File: config.mk
export PLATFORM = sky130hd
export DESIGN_NAME = pmac_ctrl
export DESIGN_NICKNAME = d
export VERILOG_FILES = /design/src/design/pmac_pkg.sv /design/src/design/pmac_ctrl.sv
export SDC_FILE = /design/constraint.sdc
export NUM_CORES = 1
export LEC_CHECK = 0
export BUFFER_PORTS_ARGS = -buffer_cell sky130_fd_sc_hd__buf_2
export CORE_AREA = 2 2 40 42
export CTS_CLUSTER_SIZE = 28
export DETAILED_ROUTE_END_ITERATION = 8
export DIE_AREA = 0 0 42 44
export MAX_ROUTING_LAYER = met4
export SYNTH_ARGS = -nofsm -noshare
export SYNTH_HDL_FRONTEND = slang
export SYNTH_SLANG_ARGS = --single-unit
File: constraint.sdc
create_clock -name clock -period 2.1 [get_ports clock]
set_input_delay 0.42 -clock clock [delete_from_list [all_inputs] [get_ports clock]]
set_output_delay 0.42 -clock clock [all_outputs]
set_load 0.02 [all_outputs]
File: src/design/pmac_pkg.sv
// shared types and constants for the pointer motion acceleration curve block
// no dependencies; imported by every design file
`default_nettype none

package pmac_pkg;

   // divider operand widths: numerator magnitude and divisor
   localparam int NUM_W  = 34;
   localparam int DEN_W  = 28;
   localparam int CNT_W  = $clog2(NUM_W);
   localparam int ADDR_W = 5;

   // register indexes (byte address bits [4:2])
   localparam logic [2:0] REG_PAD_SPEED_GAIN  = 3'd0;
   localparam logic [2:0] REG_PAD_ACCEL_GAIN  = 3'd1;
   localparam logic [2:0] REG_GYRO_SPEED_GAIN = 3'd2;
   localparam logic [2:0] REG_GYRO_ACCEL_GAIN = 3'd3;
   localparam logic [2:0] REG_DRAG_DIVISOR    = 3'd4;
   localparam logic [2:0] REG_TILT_MIX_GAIN   = 3'd5;

   // register reset values
   localparam logic [15:0] RST_PAD_SPEED_GAIN  = 16'd2500;
   localparam logic [9:0]  RST_PAD_ACCEL_GAIN  = 10'd150;
   localparam logic [11:0] RST_GYRO_SPEED_GAIN = 12'd500;
   localparam logic [7:0]  RST_GYRO_ACCEL_GAIN = 8'd20;
   localparam logic [7:0]  RST_DRAG_DIVISOR    = 8'd20;
   localparam logic [7:0]  RST_TILT_MIX_GAIN   = 8'd10;

   localparam logic [7:0]  PAD_CENTRE         = 8'd127;
   localparam logic [16:0] DRAG_RADIUS_SQ_MIN = 17'd9901;

   typedef struct packed {
      logic [15:0] pad_speed_gain;
      logic [9:0]  pad_accel_gain;
      logic [11:0] gyro_speed_gain;
      logic [7:0]  gyro_accel_gain;
      logic [7:0]  drag_divisor;
      logic [7:0]  tilt_mix_gain;
   } cfg_type;

   // controller to datapath
   typedef struct packed {
      logic capture;
      logic save_pad;
      logic mul1;
      logic mul2;
      logic div_start;
      logic out_load;
      logic drag;
      logic zero;
   } cmd_type;

   // datapath to controller
   typedef struct packed {
      logic gyro_mode;
      logic pad_zero;
      logic drag_hit;
      logic div_done;
   } status_type;

endpackage

`default_nettype wire

File: src/design/pmac_ctrl.sv
// controller: item sequencing, tracking state and result handshake
// depends on pmac_pkg
`default_nettype none

module pmac_ctrl import pmac_pkg::*; (
   input  logic       clock,
   input  logic       reset,
   input  logic       req_valid,
   output logic       req_stall,
   output logic       rsp_valid,
   input  logic       rsp_stall,
   input  status_type status,
   output cmd_type    cmd
);

   localparam logic [2:0] S_IDLE  = 3'd0;
   localparam logic [2:0] S_PREP1 = 3'd1;
   localparam logic [2:0] S_PREP2 = 3'd2;
   localparam logic [2:0] S_PREP3 = 3'd3;
   localparam logic [2:0] S_DIV   = 3'd4;
   localparam logic [2:0] S_WRITE = 3'd5;

   logic [2:0] state_ff, state_in;
   logic       pad_tracking_ff, pad_tracking_in;
   logic       gyro_started_ff, gyro_started_in;
   logic       drag_ff, drag_in;
   logic       zero_ff, zero_in;
   logic       rsp_valid_ff, rsp_valid_in;
   logic       out_free;

   assign req_stall = (state_ff != S_IDLE);
   assign out_free  = !rsp_valid_ff || !rsp_stall;

   always_comb begin
      state_in        = state_ff;
      pad_tracking_in = pad_tracking_ff;
      gyro_started_in = gyro_started_ff;
      drag_in         = drag_ff;
      zero_in         = zero_ff;
      cmd             = '0;
      unique case (state_ff)
         S_IDLE: begin
            if (req_valid) begin
               cmd.capture = 1'b1;
               state_in    = S_PREP1;
            end
         end
         S_PREP1: begin
            cmd.mul1 = 1'b1;
            drag_in  = 1'b0;
            zero_in  = 1'b1;
            state_in = S_WRITE;
            if (!status.gyro_mode) begin
               if (status.pad_zero) begin
                  pad_tracking_in = 1'b0;
               end else if (!pad_tracking_ff) begin
                  pad_tracking_in = 1'b1;
                  cmd.save_pad    = 1'b1;
               end else begin
                  cmd.save_pad = 1'b1;
                  drag_in      = status.drag_hit;
                  zero_in      = 1'b0;
                  state_in     = S_PREP2;
               end
            end else if (!gyro_started_ff) begin
               gyro_started_in = 1'b1;
            end else begin
               zero_in  = 1'b0;
               state_in = S_PREP2;
            end
         end
         S_PREP2: begin
            cmd.mul2 = 1'b1;
            state_in = S_PREP3;
         end
         S_PREP3: begin
            cmd.div_start = 1'b1;
            state_in      = S_DIV;
         end
         S_DIV: begin
            if (status.div_done) begin
               state_in = S_WRITE;
            end
         end
         S_WRITE: begin
            if (out_free) begin
               cmd.out_load = 1'b1;
               state_in     = S_IDLE;
            end
         end
         default: begin
            state_in = S_IDLE;
         end
      endcase
      cmd.drag = drag_ff;
      cmd.zero = zero_ff;
   end

   always_comb begin
      if (cmd.out_load) begin
         rsp_valid_in = 1'b1;
      end else if (!rsp_stall) begin
         rsp_valid_in = 1'b0;
      end else begin
         rsp_valid_in = rsp_valid_ff;
      end
   end

   always_ff @(posedge clock) begin
      if (reset) begin
         state_ff        <= S_IDLE;
         pad_tracking_ff <= 1'b0;
         gyro_started_ff <= 1'b0;
         drag_ff         <= 1'b0;
         zero_ff         <= 1'b0;
         rsp_valid_ff    <= 1'b0;
      end else begin
         state_ff        <= state_in;
         pad_tracking_ff <= pad_tracking_in;
         gyro_started_ff <= gyro_started_in;
         drag_ff         <= drag_in;
         zero_ff         <= zero_in;
         rsp_valid_ff    <= rsp_valid_in;
      end
   end

   assign rsp_valid = rsp_valid_ff;

   // a new result never overwrites one still held by a stall
   a_no_overwrite: assert property (@(posedge clock) disable iff (reset)
      cmd.out_load |-> !(rsp_valid_ff && rsp_stall))
      else $error("result overwritten while stalled");

   a_accept_seq: assert property (@(posedge clock) disable iff (reset)
      (state_ff == S_IDLE && req_valid) |=> (state_ff == S_PREP1))
      else $error("accepted item not sequenced");

   a_untouch_clear: assert property (@(posedge clock) disable iff (reset)
      (state_ff == S_PREP1 && !status.gyro_mode && status.pad_zero)
      |=> (!pad_tracking_ff && zero_ff && state_ff == S_WRITE))
      else $error("untouched pad did not clear tracking");

   a_div_follow: assert property (@(posedge clock) disable iff (reset)
      cmd.div_start |=> (state_ff == S_DIV && !status.div_done))
      else $error("divider start out of sequence");

endmodule

`default_nettype wire
## Word-level counts from Yosys, hierarchy flattened

Cells that the tools add are included.

| word-level totals | value |
|---|---|
| register bits after elaboration | 8 |
| bits of input ports | 8 |
| word-level logic and storage cells | 50 |

| cells by class | value |
|---|---|
| equal/unequal tests | 9 |
| mux-type cells | 26 |
| bitwise logic cells | 1 |
| reduce and logical (&&, ||, !) cells | 8 |

Operators by type and width:

| operator | number |
|---|---|
| $mux 3 | 7 |
| $pmux 3 s6 | 1 |
| $mux 1 | 17 |
| $eq 3x2->1 const B | 2 |
| $eq 3x3->1 const B | 2 |
| $ne 2x2->1 const B | 3 |
| $reduce_and 2->1 | 2 |
| $eq 3x1->1 const B | 1 |
| $logic_not 3->1 | 1 |
| $reduce_and 3->1 | 1 |
| $reduce_bool 3->1 | 1 |
| $logic_not 1->1 | 2 |
| $mux 2 | 1 |
| $ne 2x1->1 const B | 1 |
| $logic_or 1x1->1 | 1 |
| $not 1->1 | 1 |

## Longest topological paths before layout

| logic depth | value |
|---|---|
| depth in word-level cells | 5 |
| depth in mapped cells | 5 |

## Least setup slack after synthesis

Ideal clock, no wire load.

| timing | value |
|---|---|
| path kind | register -> output |
| from | reg state_ff[0] |
| to | out cmd[6] (netlist name) |
| arrival time | 1.341 ns |
| slack | 0.339 ns |
| stages on the path, launching flop included | 5 |
| buffers on the path | 1 |
| path through | dfxtp_1 > or3b_1 > buf_2 > or3_1 > inv_1 |

RTL lines:

| what | RTL line | RTL |
|---|---|---|
| start: declaration | pmac_ctrl.sv:23 | `logic [2:0] state_ff, state_in;` |
| start signal: assignment | pmac_ctrl.sv:118 | `state_ff <= state_in;` |
| end: declaration | pmac_ctrl.sv:13 | `output cmd_type cmd` |

==> metrics.md <==
| Metric | Value |
|---|---|
| Path type of the worst setup path | `flop to output port` |
| Vias post-DR | `407` |
| Port Buffer Count | `17` |
| WL/cell | `between 10 and 15 um` |
| FF-to-FF Start | `state_ff[2]` |
| Vias in the first global route | `~350` |
| TritonCTS Buffers | `3` |
| Total gr overflow | `0` |
| Initial Util | `0.298` |
| Final Hold Viols | `0` |
| Die Y | `44 um` |
| Slew @ Worst Pin | `0.283 ns` |
| Initial antenna violation count | `0` |
| Initial DRT Pass Iterations | `4` |
| ANT cells | `0` |
| Reg area | `between 150 and 200 um^2` |
| Pleak | `around 0.25 nW` |
| Die X | `around 42 um` |
| Vias per inst | `4.85` |
| Final Skew | `0.000235 ns` |
| Post-synthesis cell type count | `27` |
| Routed WL | `861 um` |
| Multi-input gate area | `213 um^2` |
| Pwr Density | `815 nW/um^2` |
| Post_cts resized | `0` |
| Worst Path Arrival | `1.61 ns` |
| Worst R2R End | `drag_ff` |
| R2R setup slack | `0.59 ns` |
| CTS sink cnt | `8` |
| Cell Rows | `14` |
| I/O pin cnt | `18` |
| Outcome | `finished, final reports clean` |
| Total GRT Usage | `0.105` |
| Cell area after layout | `524 um^2` |
| Fin nets | `78` |
| Most common cell after layout, fill and taps aside | `buf_2` |
| Max FO, Critical Path | `11` |
| Final setup fails | `0` |
| Worst Path Required | `1.68 ns` |
| Setup Buffers After CTS | `0` |
| RSZ-0062 raised after global routing | `no` |
| H-Tree Depth | `1` |
| Post-Synthesis Cells | `53` |
| DRC violations left | `0` |
| Post-route minimum period | `2.03 ns` |
| Worst setup endpoint | `cmd[6]` |
| Seq/Total Area, Yosys | `0.379` |
| Async SR Flop Fraction | `0` |
| Global-route wire length before repair | `about 1.3 mm` |
| HP Class | `input port to flop` |
| Fillers | `152` |
| Crit path launch type | `flop` |
| Post-CTS Hold Buffers | `0` |
| R2R cell count | `4` |
| Synth Flop Type | `dfxtp_1` |
| Area grow syn2layout | `24.0%` |
| Worst Setup SP | `state_ff[2]` |
| Max Freq | `492 MHz` |
| Placed Area | `500 um^2` |
| Worst vdd ir | `roughly 0.00026 V` |
| Yosys warnings | `0` |
| DRT antenna net count | `0` |
| Clk_lat worst skew | `about 0.25 ns` |
| Root buffer cell | `clkbuf_4` |
| Syn Std Cell Area | `423 um^2` |
| Largest net degree at the start of global routing | `12` |
| Commonest non-fill, non-tap cells in the layout | `buf_2 (17), dfxtp_1 (7), a21oi_1 (6)` |
| Crit end category | `output port` |
| Max_slew headroom | `0.811` |
| Number of flops mapped to enable cells by yosys | `0` |
| Max clock buf depth | `2` |
| Layout cell share with drive strength beyond 1 | `0.426` |
| Max cap viols | `0` |
| CTS clock-pin slew for the worst setup and hold paths | `about 0.050 ns` |
| Syn_area_per_cell | `approximately 8.0 um^2` |
| Core area | `1420 um^2` |
| Final Slew Violations | `0` |
| DIE AREA | `1850 um^2` |
| Gpl congestion | `roughly 0.76` |
| Seq cells post-synth | `8` |
| Crit share post-route | `0.967` |
| Detailed Place HPWL | `between 600 and 700 um` |
| 1st-iter DRT viols | `2` |
| Syn Nets | `61` |
| Total Neg Setup Slack | `0 ns` |
| CTS tree | `yes` |
stage by stage:
step | setup slack (ns) | total power [mW] | hold WS, ns | util | cells
2_1_floorplan | 0.339 | 0.279 | 0.437 | - | 53
3_3_place_gp | 0.343 | 0.311 | 0.443 | 0.353 | 81
3_5_place_dp | 0.342 | 0.312 | 0.444 | 0.353 | 81
4_1_cts | 0.0569 | 0.431 | 0.425 | 0.369 | 84
5_1_grt | 0.00825 | 0.456 | 0.418 | 0.369 | 84
6_report | 0.0691 | 0.427 | 0.427 | 0.369 | 84
cells in the mapped netlist, types with 2 or more instances:
cell	count	share of area
nand2_1	5	0.044
inv_1	3	0.027
nor2_1	4	0.035
nor3_1	2	0.024
nand3_1	2	0.024
buf_4	3	0.053
or3_1	2	0.030
dfxtp_1	8	0.38
a21oi_1	6	0.071
worst max-delay path, cell delays in order (launching register included):
cell,delay (ns)
dfxtp_1,0.38
or3b_1,0.41
or3_1,0.34
inv_1,0.07
buf_2,0.15
worst min-delay path by stage:
stage                     depth (start not counted)  slack (ns)       startpoint              end
final                                             2        0.43            reset          drag_ff
after global routing                              2        0.42            reset          drag_ff
after CTS                                         2        0.43            reset          drag_ff
after detailed placement                          2        0.44          zero_ff          zero_ff
after global placement                            2        0.44          zero_ff          zero_ff
after floorplan                                   2        0.44  gyro_started_ff  gyro_started_ff
area by class of cell:
cell class	instances	share of cell area
flip-flops and latches	8	0.308
repair buffers	18	0.177
inverters	4	0.0286
multi-input cells	35	0.406
well taps	16	0.0382
clock buffers	3	0.0430
cells by family after synthesis:
family                 count (synthesis)  synth area share
and+or+nand+nor                       22             0.287
DFF                                    8             0.379
buffers and inverters                 10             0.118
AOI/OAI and AO/OA                     13             0.216
routing by layer:
metal  GRT usage  part of all wire  vias to the layer above
met2       0.163              0.49                        8
met3      0.0333             0.043                        4
met1      0.0980              0.44                      184
met5           -                 0                        -
met4       0.116             0.023                        0
li1            -                 -                      211
sequential cells by signal, indices dropped and copies added, names as in the netlist:
register and flops:
drag_ff 1, gyro_started_ff 1, pad_tracking_ff 1, rsp_valid 1
state_ff 3, zero_ff 1
power by group:
group / internal (mW) / switching [mW] / leakage (nW)
Clock: 0.0654 / 0.0523 / 0.0138
Sequential: 0.168 / 0.0173 / 0.0656
Combinational: 0.0542 / 0.0701 / 0.173
Total: 0.287 / 0.140 / 0.252
(Power assumes the default switching activity.)
