--- src/design/pmac_pkg.sv ---
// shared types and constants for the pointer motion acceleration curve block
// no dependencies; imported by every design file
`default_nettype none

package pmac_pkg;

   // divider operand widths: numerator magnitude and divisor
   localparam int NUM_W  = 34;
   localparam int DEN_W  = 28;
   localparam int CNT_W  = $clog2(NUM_W);
   localparam int ADDR_W = 5;

   // register indexes (byte address bits [4:2])
   localparam logic [2:0] REG_PAD_SPEED_GAIN  = 3'd0;
   localparam logic [2:0] REG_PAD_ACCEL_GAIN  = 3'd1;
   localparam logic [2:0] REG_GYRO_SPEED_GAIN = 3'd2;
   localparam logic [2:0] REG_GYRO_ACCEL_GAIN = 3'd3;
   localparam logic [2:0] REG_DRAG_DIVISOR    = 3'd4;
   localparam logic [2:0] REG_TILT_MIX_GAIN   = 3'd5;

   // register reset values
   localparam logic [15:0] RST_PAD_SPEED_GAIN  = 16'd2500;
   localparam logic [9:0]  RST_PAD_ACCEL_GAIN  = 10'd150;
   localparam logic [11:0] RST_GYRO_SPEED_GAIN = 12'd500;
   localparam logic [7:0]  RST_GYRO_ACCEL_GAIN = 8'd20;
   localparam logic [7:0]  RST_DRAG_DIVISOR    = 8'd20;
   localparam logic [7:0]  RST_TILT_MIX_GAIN   = 8'd10;

   localparam logic [7:0]  PAD_CENTRE         = 8'd127;
   localparam logic [16:0] DRAG_RADIUS_SQ_MIN = 17'd9901;

   typedef struct packed {
      logic [15:0] pad_speed_gain;
      logic [9:0]  pad_accel_gain;
      logic [11:0] gyro_speed_gain;
      logic [7:0]  gyro_accel_gain;
      logic [7:0]  drag_divisor;
      logic [7:0]  tilt_mix_gain;
   } cfg_type;

   // controller to datapath
   typedef struct packed {
      logic capture;
      logic save_pad;
      logic mul1;
      logic mul2;
      logic div_start;
      logic out_load;
      logic drag;
      logic zero;
   } cmd_type;

   // datapath to controller
   typedef struct packed {
      logic gyro_mode;
      logic pad_zero;
      logic drag_hit;
      logic div_done;
   } status_type;

endpackage

`default_nettype wire

--- src/design/pmac_div.sv ---
// restoring divider, one quotient bit per cycle, unsigned operands
// depends on pmac_pkg
`default_nettype none

module pmac_div import pmac_pkg::*; (
   input  logic             clock,
   input  logic             reset,
   input  logic             start,
   input  logic [NUM_W-1:0] num,
   input  logic [DEN_W-1:0] den,
   output logic [NUM_W-1:0] quot,
   output logic             done
);

   logic [NUM_W-1:0] quo_ff, quo_in;
   logic [DEN_W-1:0] rem_ff, rem_in;
   logic [DEN_W-1:0] den_ff;
   logic [CNT_W-1:0] cnt_ff;
   logic             busy_ff;
   logic             done_ff;

   logic [DEN_W:0]   rem_sh;
   logic [DEN_W:0]   rem_nx;
   logic             fits;

   always_comb begin
      rem_sh = {rem_ff, quo_ff[NUM_W-1]};
      fits   = rem_sh >= {1'b0, den_ff};
      rem_nx = fits ? (rem_sh - {1'b0, den_ff}) : rem_sh;
      rem_in = rem_nx[DEN_W-1:0];
      quo_in = {quo_ff[NUM_W-2:0], fits};
   end

   always_ff @(posedge clock) begin
      if (reset) begin
         busy_ff <= 1'b0;
         done_ff <= 1'b0;
         cnt_ff  <= '0;
      end else if (start) begin
         busy_ff <= 1'b1;
         done_ff <= 1'b0;
         cnt_ff  <= CNT_W'(NUM_W - 1);
      end else if (busy_ff) begin
         cnt_ff <= cnt_ff - 1'b1;
         if (cnt_ff == '0) begin
            busy_ff <= 1'b0;
            done_ff <= 1'b1;
         end
      end else begin
         done_ff <= 1'b0;
      end
   end

   always_ff @(posedge clock) begin
      if (start) begin
         quo_ff <= num;
         rem_ff <= '0;
         den_ff <= den;
      end else if (busy_ff) begin
         quo_ff <= quo_in;
         rem_ff <= rem_in;
      end
   end

   assign quot = quo_ff;
   assign done = done_ff;

endmodule

`default_nettype wire

--- src/design/pmac_dp.sv ---
// datapath: input capture, gain and square products, operand forming,
// two dividers and the result register; depends on pmac_pkg and pmac_div
`default_nettype none

module pmac_dp import pmac_pkg::*; (
   input  logic              clock,
   input  logic              reset,
   input  cmd_type           cmd,
   input  cfg_type           cfg,
   input  logic              req_gyro_mode,
   input  logic [7:0]        req_pad_x,
   input  logic [7:0]        req_pad_y,
   input  logic              req_pad_pressed,
   input  logic signed [12:0] req_rate_yaw,
   input  logic signed [12:0] req_rate_pitch,
   input  logic signed [12:0] req_tilt_x,
   input  logic signed [12:0] req_tilt_z,
   input  logic [15:0]       req_interval,
   output status_type        status,
   output logic signed [7:0] rsp_move_x,
   output logic signed [7:0] rsp_move_y
);

   // captured item
   logic              mode_ff;
   logic [7:0]        px_ff, py_ff;
   logic              pressed_ff;
   logic signed [12:0] yaw_ff, pitch_ff, tx_ff, tz_ff;
   logic [15:0]       ivl_ff;
   logic [7:0]        last_px_ff, last_py_ff;

   // per axis, lane 0 is x and lane 1 is y
   logic signed [12:0] d_val [2];
   logic [12:0]        d_abs [2];
   logic signed [12:0] tilt  [2];
   logic signed [8:0]  cpos  [2];
   logic signed [8:0]  dpad  [2];
   logic [17:0]        csq   [2];
   logic signed [29:0] lin_prod  [2];
   logic [25:0]        sq_prod   [2];
   logic signed [20:0] tilt_prod [2];
   logic [34:0]        acc_prod  [2];
   logic [20:0]        tilt_mag  [2];
   logic [7:0]         ax_mag    [2];
   logic signed [34:0] curve     [2];
   logic signed [34:0] num_s     [2];
   logic [34:0]        num_abs   [2];
   logic [NUM_W-1:0]   num_mag   [2];
   logic [NUM_W-1:0]   quot      [2];
   logic               done      [2];
   logic [7:0]         move      [2];

   logic signed [25:0] lin_ff  [2];
   logic [24:0]        sq_ff   [2];
   logic               negd_ff [2];
   logic signed [20:0] tp_ff   [2];
   logic [32:0]        acc_ff  [2];
   logic signed [8:0]  ax_ff   [2];
   logic               negq_ff [2];
   logic [7:0]         move_ff [2];

   logic [15:0]        lin_gain;
   logic [9:0]         acc_gain;
   logic [16:0]        radius_sq;
   logic [15:0]        ivl1;
   logic [7:0]         div1;
   logic [DEN_W-1:0]   den;

   always_ff @(posedge clock) begin
      if (cmd.capture) begin
         mode_ff    <= req_gyro_mode;
         px_ff      <= req_pad_x;
         py_ff      <= req_pad_y;
         pressed_ff <= req_pad_pressed;
         yaw_ff     <= req_rate_yaw;
         pitch_ff   <= req_rate_pitch;
         tx_ff      <= req_tilt_x;
         tz_ff      <= req_tilt_z;
         ivl_ff     <= req_interval;
      end
   end

   always_ff @(posedge clock) begin
      if (reset) begin
         last_px_ff <= '0;
         last_py_ff <= '0;
      end else if (cmd.save_pad) begin
         last_px_ff <= px_ff;
         last_py_ff <= py_ff;
      end
   end

   assign lin_gain = mode_ff ? {4'b0, cfg.gyro_speed_gain} : cfg.pad_speed_gain;
   assign acc_gain = mode_ff ? {2'b0, cfg.gyro_accel_gain} : cfg.pad_accel_gain;

   always_comb begin
      cpos[0] = $signed({1'b0, px_ff}) - $signed({1'b0, PAD_CENTRE});
      cpos[1] = $signed({1'b0, py_ff}) - $signed({1'b0, PAD_CENTRE});
      dpad[0] = $signed({1'b0, px_ff}) - $signed({1'b0, last_px_ff});
      dpad[1] = $signed({1'b0, py_ff}) - $signed({1'b0, last_py_ff});
      d_val[0] = mode_ff ? yaw_ff : $signed({{4{dpad[0][8]}}, dpad[0]});
      d_val[1] = mode_ff ? pitch_ff : $signed({{4{dpad[1][8]}}, dpad[1]});
      tilt[0]  = tx_ff;
      tilt[1]  = tz_ff;
      for (int i = 0; i < 2; i++) begin
         csq[i]       = 18'(cpos[i] * cpos[i]);
         d_abs[i]     = d_val[i][12] ? 13'(-d_val[i]) : 13'(d_val[i]);
         lin_prod[i]  = 30'(d_val[i]) * 30'($signed({1'b0, lin_gain}));
         sq_prod[i]   = 26'(d_abs[i]) * 26'(d_abs[i]);
         tilt_prod[i] = 21'(tilt[i]) * 21'($signed({1'b0, cfg.tilt_mix_gain}));
         acc_prod[i]  = 35'(sq_ff[i] * acc_gain);
         tilt_mag[i]  = tp_ff[i][20] ? 21'(-tp_ff[i]) : 21'(tp_ff[i]);
         ax_mag[i]    = tilt_mag[i][19:12];
      end
      radius_sq = 17'(csq[0]) + 17'(csq[1]);
   end

   assign status.gyro_mode = mode_ff;
   assign status.pad_zero  = (px_ff == '0) && (py_ff == '0);
   assign status.drag_hit  = pressed_ff && (radius_sq >= DRAG_RADIUS_SQ_MIN);
   assign status.div_done  = done[0] && done[1];

   // first product stage: linear term, square, tilt term
   always_ff @(posedge clock) begin
      if (cmd.mul1) begin
         for (int i = 0; i < 2; i++) begin
            lin_ff[i]  <= lin_prod[i][25:0];
            sq_ff[i]   <= sq_prod[i][24:0];
            negd_ff[i] <= d_val[i][12];
            tp_ff[i]   <= tilt_prod[i];
         end
      end
   end

   // second stage: square times gain, tilt term truncated toward zero
   always_ff @(posedge clock) begin
      if (cmd.mul2) begin
         for (int i = 0; i < 2; i++) begin
            acc_ff[i] <= acc_prod[i][32:0];
            ax_ff[i]  <= tp_ff[i][20] ? -$signed({1'b0, ax_mag[i]})
                                      : $signed({1'b0, ax_mag[i]});
         end
      end
   end

   // operand forming for the dividers
   assign ivl1 = (ivl_ff == '0) ? 16'd1 : ivl_ff;
   assign div1 = (cfg.drag_divisor == '0) ? 8'd1 : cfg.drag_divisor;

   always_comb begin
      if (cmd.drag) begin
         den = {20'b0, div1};
      end else if (mode_ff) begin
         den = {ivl1, 12'b0};
      end else begin
         den = {4'b0, ivl1, 8'b0} - {12'b0, ivl1};
      end
      for (int i = 0; i < 2; i++) begin
         curve[i] = $signed({{9{lin_ff[i][25]}}, lin_ff[i]})
                  + (negd_ff[i] ? -$signed({2'b0, acc_ff[i]}) : $signed({2'b0, acc_ff[i]}));
         if (cmd.drag) begin
            num_s[i] = $signed({{26{cpos[i][8]}}, cpos[i]});
         end else if (mode_ff) begin
            num_s[i] = $signed({{26{ax_ff[i][8]}}, ax_ff[i]}) - curve[i];
         end else begin
            num_s[i] = curve[i];
         end
         num_abs[i] = num_s[i][34] ? 35'(-num_s[i]) : 35'(num_s[i]);
         num_mag[i] = num_abs[i][NUM_W-1:0];
      end
   end

   always_ff @(posedge clock) begin
      if (cmd.div_start) begin
         for (int i = 0; i < 2; i++) begin
            negq_ff[i] <= num_s[i][34];
         end
      end
   end

   for (genvar g = 0; g < 2; g++) begin : g_lane
      pmac_div u_div (
         .clock (clock),
         .reset (reset),
         .start (cmd.div_start),
         .num   (num_mag[g]),
         .den   (den),
         .quot  (quot[g]),
         .done  (done[g])
      );
   end

   // saturate the signed quotient to 8 bits, or force zero for items that move nothing
   always_comb begin
      for (int i = 0; i < 2; i++) begin
         if (cmd.zero) begin
            move[i] = '0;
         end else if (negq_ff[i]) begin
            move[i] = (quot[i] >= NUM_W'(128)) ? 8'h80 : 8'(-quot[i][7:0]);
         end else begin
            move[i] = (quot[i] >= NUM_W'(127)) ? 8'h7f : quot[i][7:0];
         end
      end
   end

   always_ff @(posedge clock) begin
      if (cmd.out_load) begin
         for (int i = 0; i < 2; i++) begin
            move_ff[i] <= move[i];
         end
      end
   end

   assign rsp_move_x = $signed(move_ff[0]);
   assign rsp_move_y = $signed(move_ff[1]);

endmodule

`default_nettype wire

--- config.mk ---
export PLATFORM = sky130hd
export DESIGN_NAME = pmac_dp
export DESIGN_NICKNAME = d
export VERILOG_FILES = /design/src/design/pmac_pkg.sv /design/src/design/pmac_div.sv /design/src/design/pmac_dp.sv
export SDC_FILE = /design/constraint.sdc
export NUM_CORES = 2
export LEC_CHECK = 0
export BUFFER_PORTS_ARGS = -buffer_cell sky130_fd_sc_hd__clkbuf_2
export CAP_MARGIN = 20
export CORE_ASPECT_RATIO = 0.9
export CORE_MARGIN = 2
export CORE_UTILIZATION = 66
export CTS_CLUSTER_DIAMETER = 100
export DETAILED_ROUTE_END_ITERATION = 8
export GPL_TIMING_DRIVEN = 0
export PLACE_DENSITY = 0.94
export SLEW_MARGIN = 0
export SYNTH_ARGS = -nofsm -noshare
export SYNTH_HDL_FRONTEND = slang
export SYNTH_SLANG_ARGS = --single-unit
--- constraint.sdc ---
create_clock -name clock -period 12.85 [get_ports clock]
set_input_delay 0.6425 -clock clock [delete_from_list [all_inputs] [get_ports clock]]
set_output_delay 0.6425 -clock clock [all_outputs]
set_load 0.02 [all_outputs]
# After elaboration in Yosys (flattened, before gate mapping)
# Memory sizes are Yosys's and may differ from the RTL's.
# Index checks and enable logic that the tools add are counted.
[totals] wordCells=148 inputBits=158 ramBits=248 output_inout_bits=20 register_bits=270 n_memories=8
[op_classes] mul=10 bitwise_logic=2 n_lt_le_gt_ge=7 mux=54 n_addsub=26 reduce_logical=15
[mem_list] memory="acc_ff" depth=2 word_bits=33 rd=2 rd_clocked_by_memory_dff=0 write_ports=2 line_no="pmac_dp.sv:57" rtl="logic [32:0] acc_ff [2];"
[mem_list] memory="lin_ff" depth=2 word_bits=26 rd=2 rd_clocked_by_memory_dff=0 write_ports=2 line_no="pmac_dp.sv:53" rtl="logic signed [25:0] lin_ff [2];"
[mem_list] memory="sq_ff" depth=2 word_bits=25 rd=2 rd_clocked_by_memory_dff=0 write_ports=2 line_no="pmac_dp.sv:54" rtl="logic [24:0] sq_ff [2];"
[mem_list] memory="tp_ff" depth=2 word_bits=21 rd=2 rd_clocked_by_memory_dff=0 write_ports=2 line_no="pmac_dp.sv:56" rtl="logic signed [20:0] tp_ff [2];"
[mem_list] memory="ax_ff" depth=2 word_bits=9 rd=2 rd_clocked_by_memory_dff=0 write_ports=2 line_no="pmac_dp.sv:58" rtl="logic signed [8:0] ax_ff [2];"
[mem_list] memory="move_ff" depth=2 word_bits=8 rd=2 rd_clocked_by_memory_dff=0 write_ports=2 line_no="pmac_dp.sv:60" rtl="logic [7:0] move_ff [2];"
[mem_list] memory="+2 memories"
[op_table] op="$mux W35" n=6
[op_table] op="$mux W34" n=6
[op_table] op="$mux W28" n=3
[op_table] op="$mux W8" n=10
[op_table] op="$add A26 B35 Y35" n=2
[op_table] op="$neg A33 Y35" n=2
[op_table] op="$sub A9 B35 Y35" n=2
[op_table] op="$ge A34 B7 Y1 const B" n=2
[op_table] op="$ge A34 B8 Y1 const B" n=2
[op_table] op="$neg A34 Y34" n=2
[op_table] op="$mul A25 B10 Y33" n=2
[op_table] op="$ge A29 B28 Y1" n=2
[op_table] op="$sub A28 B28 Y28" n=2
[op_table] op="$mul A13 B17 Y26" n=2
[op_table] op="$mux W13" n=4
[op_table] op="$mul A13 B13 Y25" n=2
[op_table] op="$mul A13 B9 Y21" n=2
[op_table] op="$mux W20" n=2
[op_table] op="$neg A20 Y20" n=2
[op_table] op="$mul A9 B9 Y17" n=2
[op_table] op="$mux W16" n=2
[op_table] op="$neg A13 Y13" n=2
[op_table] op="$sub A24 B16 Y25" n=1
[op_table] op="$logic_not A8 Y1" n=3
[op_table] op="18 further kinds" n=47

# Longest topological paths before layout
# An unclocked memory read counts as a cell.
[logic_depth] ltp_word=10 depth_mapped=42 mapped_depth_nobuf=40

# Modules after synthesis
# From an unflattened synthesis, not the netlist that was laid out.
[unflattened] hier_cells=9284 hier_area_um2=85132.9
[by_module_without_submodules] mod="pmac_dp" n_inst=1 seq_area_each_um2=10289.9 cells_per_inst=8264 area_each_um2=74240.0
[by_module_without_submodules] mod="pmac_div" n_inst=2 seq_area_each_um2=2582.5 cells_per_inst=510 area_each_um2=5446.5

# Worst setup path after synthesis
# No wires, ideal clock.
[synth_path] path_type="flip-flop to flip-flop" startpoint="register mode_ff" endpoint="memory lin_ff[0][25] (data pin)" setup_ns=0.260 setup_slack_ns=3.667 required_ns=12.590 path_stages_with_launch=37 period_less_slack_ns=9.183 t_arrival_ns=8.923 path_buffers=11 cell_sequence="edfxtp_1 buf_2 buf_1 buf_2 buf_1 buf_2 buf_1 buf_2 clkbuf_1 buf_2 buf_1 mux2i_1 clkbuf_1 nor2_1 fa_1 fa_1 inv_1 fa_1 inv_1 fa_1 inv_1 fa_1 inv_1 ha_1 ha_1 inv_1 o21bai_1 a21oi_1 o21bai_1 a21oi_1 o21ai_0 o211ai_1 nand3_1 or4_1 a31o_2 a21oi_1 xnor2_1"
[synth_lines] item="start, declared" line_no="pmac_dp.sv:25" rtl="logic mode_ff;"
[synth_lines] item="start signal, assigned" line_no="pmac_dp.sv:71" rtl="mode_ff <= req_gyro_mode;"
[synth_lines] item="end, declared" line_no="pmac_dp.sv:53"

==> out/results.ini <==
[run]
drv.max_cap_violation_count=0

[setup_path]
crit_type=reg2reg
crit_slowest_cell=buf_2
cp_max_fo=19
worst_path_largest_cell_delay_ns=0.63
cp_top_family=buffers and inverters
worstPathArrival_ns=13.19
crit_required_ns=13.23
endpoint_kind=flip-flop
start_kind=flip-flop
crit_buf_inv=15

[logic_synthesis]
yosysSeqAreaShare_pct=17.4
ys_ff_latch=516
yosys_warnings=0
syn_area_per_cell_um2=8.99
postSynthCellCount=9363
synth_ff_type=edfxtp_1
yosysTopAreaCell=fa_1
syn_area_um2=84200
synth_cell_types=102
ys_async_sr_fraction_pct=0
synth_edf_count=428
synth_area_leaders=fa_1 (28%), edfxtp_1 (15%), ha_1 (12%)
synth_top_area_share_pct=27.7

[finish]
drive_above_1_share_pct=4.73
register_area_um2=14600
final_common_cell=inv_1
postLayoutCellArea_um2=89700
syn2layout_area_growth_pct=6.63
mostFrequentLayoutCells=inv_1 (1,594), fa_1 (1,164), nand2_1 (1,056), ha_1 (803), nor2_1 (650)
fin_nets=11800
nFillCells=8823
multi_input_area_um2=62300

[sta]
finalCritPeriodShare_pct=99.7
drv_slew=0
finClkSkew_ns=0.0801
setup_viol=0
maxSlewHeadroom_pct=12.4
fmax_ghz=0.0781
finalHoldViolations=0
setup_slack_ns=0.0400
worstMarginPinSlew_ns=1.28
rsz0062_at_grt=false
period_needed_ns=12.81

[cts]
htree_levels=2
clk_pin_slew_ns=0.06
cts_inserted_buffers=60
insertion_delay_ns=0.71
cts_sinks=516
clock_path_buffers=3
root_buffer=clkbuf_16
postCtsSetupRepairBufs=0
cts_tree=done

[route]
wl_per_cell_um=22.3
drt_iter0_drc=8209
vias=71700
dr.pass1.iters=6
wl_mm=255
ant_nets=0
drc=0
via_per_inst=6.28

[place]
hpwlAfterDp_mm=204
place_congestion=1.03
placed_area_um2=87600
place_ws_ns=-1.09
io_buffers=171

[grt]
groute.usage.overall_pct=38.8
grt_max_degree=87
grt_pass1_vias=73400
grt_pass1_wl_mm=397
overflow=0
antenna_found_initial=16

[floorplan]
coreArea_um2=127000
die_h_um=343
dieWidth_um=380
boundaryPins=178
rows=124
die_area_um2=130000
start_util_pct=66.4

[worst_hold_path]
min_path_type=in2reg

[status]
outcome=complete, no violations

-- stage by stage --
stage / hold slack [ns] / TNS, ns / utilization (%) / instances
2_1_floorplan: 0.440 / 0 / - / 9397
3_3_place_gp: 0.457 / -12.79 / 68.9 / 11300
3_5_place_dp: 0.475 / -2.82 / 69.1 / 11300
4_1_cts: 0.0862 / 0 / 70.7 / 11400
5_1_grt: 0.101 / 0 / 70.8 / 11400
6_report: 0.107 / 0 / 70.8 / 11400
-- final timing paths --
check,from,to,slack (ns),cells after the start
setup reg to reg,mode_ff,lin_ff[0][25],0.04,38
hold / removal,req_rate_yaw[8],yaw_ff[8],0.11,1
setup / recovery,mode_ff,lin_ff[0][25],0.04,38
hold reg to reg,g_lane[0].u_div.rem_ff[27],g_lane[0].u_div.rem_ff[27],0.49,2
-- what timing repair did --
item                       in CTS  in global routing
resized for setup               6                  8
setup endpoints to repair      11                 13
hold buffers                    0                  0
-- flip-flops by register name, summed over array words and instances, names as in the netlist, 12 cells and up --
signal,count
ivl_ff,16
sq_ff,48
acc_ff,66
ax_ff,18
pitch_ff,13
lin_ff,52
g_lane.u_div.den_ff,28
tz_ff,13
g_lane.u_div.cnt_ff,12
g_lane.u_div.rem_ff,56
tp_ff,42
move_ff,16
tx_ff,13
g_lane.u_div.quot,68
yaw_ff,13
-- layout make-up --
class | instances | area share (%)
clock buffers | 77 | 1.77
diodes | 12 | 0.0335
repair buffers | 196 | 1.36
plain buffers | 345 | 1.52
inverters | 1604 | 6.71
well taps | 1701 | 2.37
multi-input cells | 6931 | 69.4
flip-flops and latches | 516 | 16.3
clock inverters | 35 | 0.502
-- Yosys cell counts, types with 43 or more instances --
cell type	count
clkbuf_1	260
o31ai_1	50
fa_1	1164
and2_1	350
dfxtp_1	88
nor2_1	650
ha_1	803
nand2_1	1056
nand3_1	123
a211oi_1	95
buf_1	65
mux2i_1	102
edfxtp_1	428
nor4_1	55
or3_1	51
nor2b_1	106
o21a_1	51
o211ai_1	43
and3_1	63
o21ai_0	232
nand4_1	54
a21oi_1	388
nor3_1	127
xnor2_1	393
o21bai_1	56
xor2_1	156
nand2b_1	64
inv_1	1594
a21o_1	140
a31oi_1	64
-- cell families (layout without fill, tap and decap cells) --
kind of cell | count (synthesis) | in the layout | synth area share, %
multiplexers | 137 | 137 | 1.68
buffers and inverters | 1950 | 2257 | 8.75
AO/OA/AOI/OAI | 1396 | 1396 | 10.9
XOR/XNOR | 549 | 549 | 5.71
other | 2 | 48 | 0.00892
adder cells (fa/ha/maj) | 1967 | 1967 | 39.6
AND/OR/NAND/NOR | 2846 | 2846 | 16.0
flip-flops | 516 | 516 | 17.4
-- layer usage --
layer,track usage (%),share of wire [%]
met1,49.6,36
met2,60.7,45
met3,11.1,13
met4,19.3,5.8
met5,0,0.047
Power is left out: the tool's default activity adds up to more than one toggle a clock period on the data nets, which glitch-free logic cannot reach.
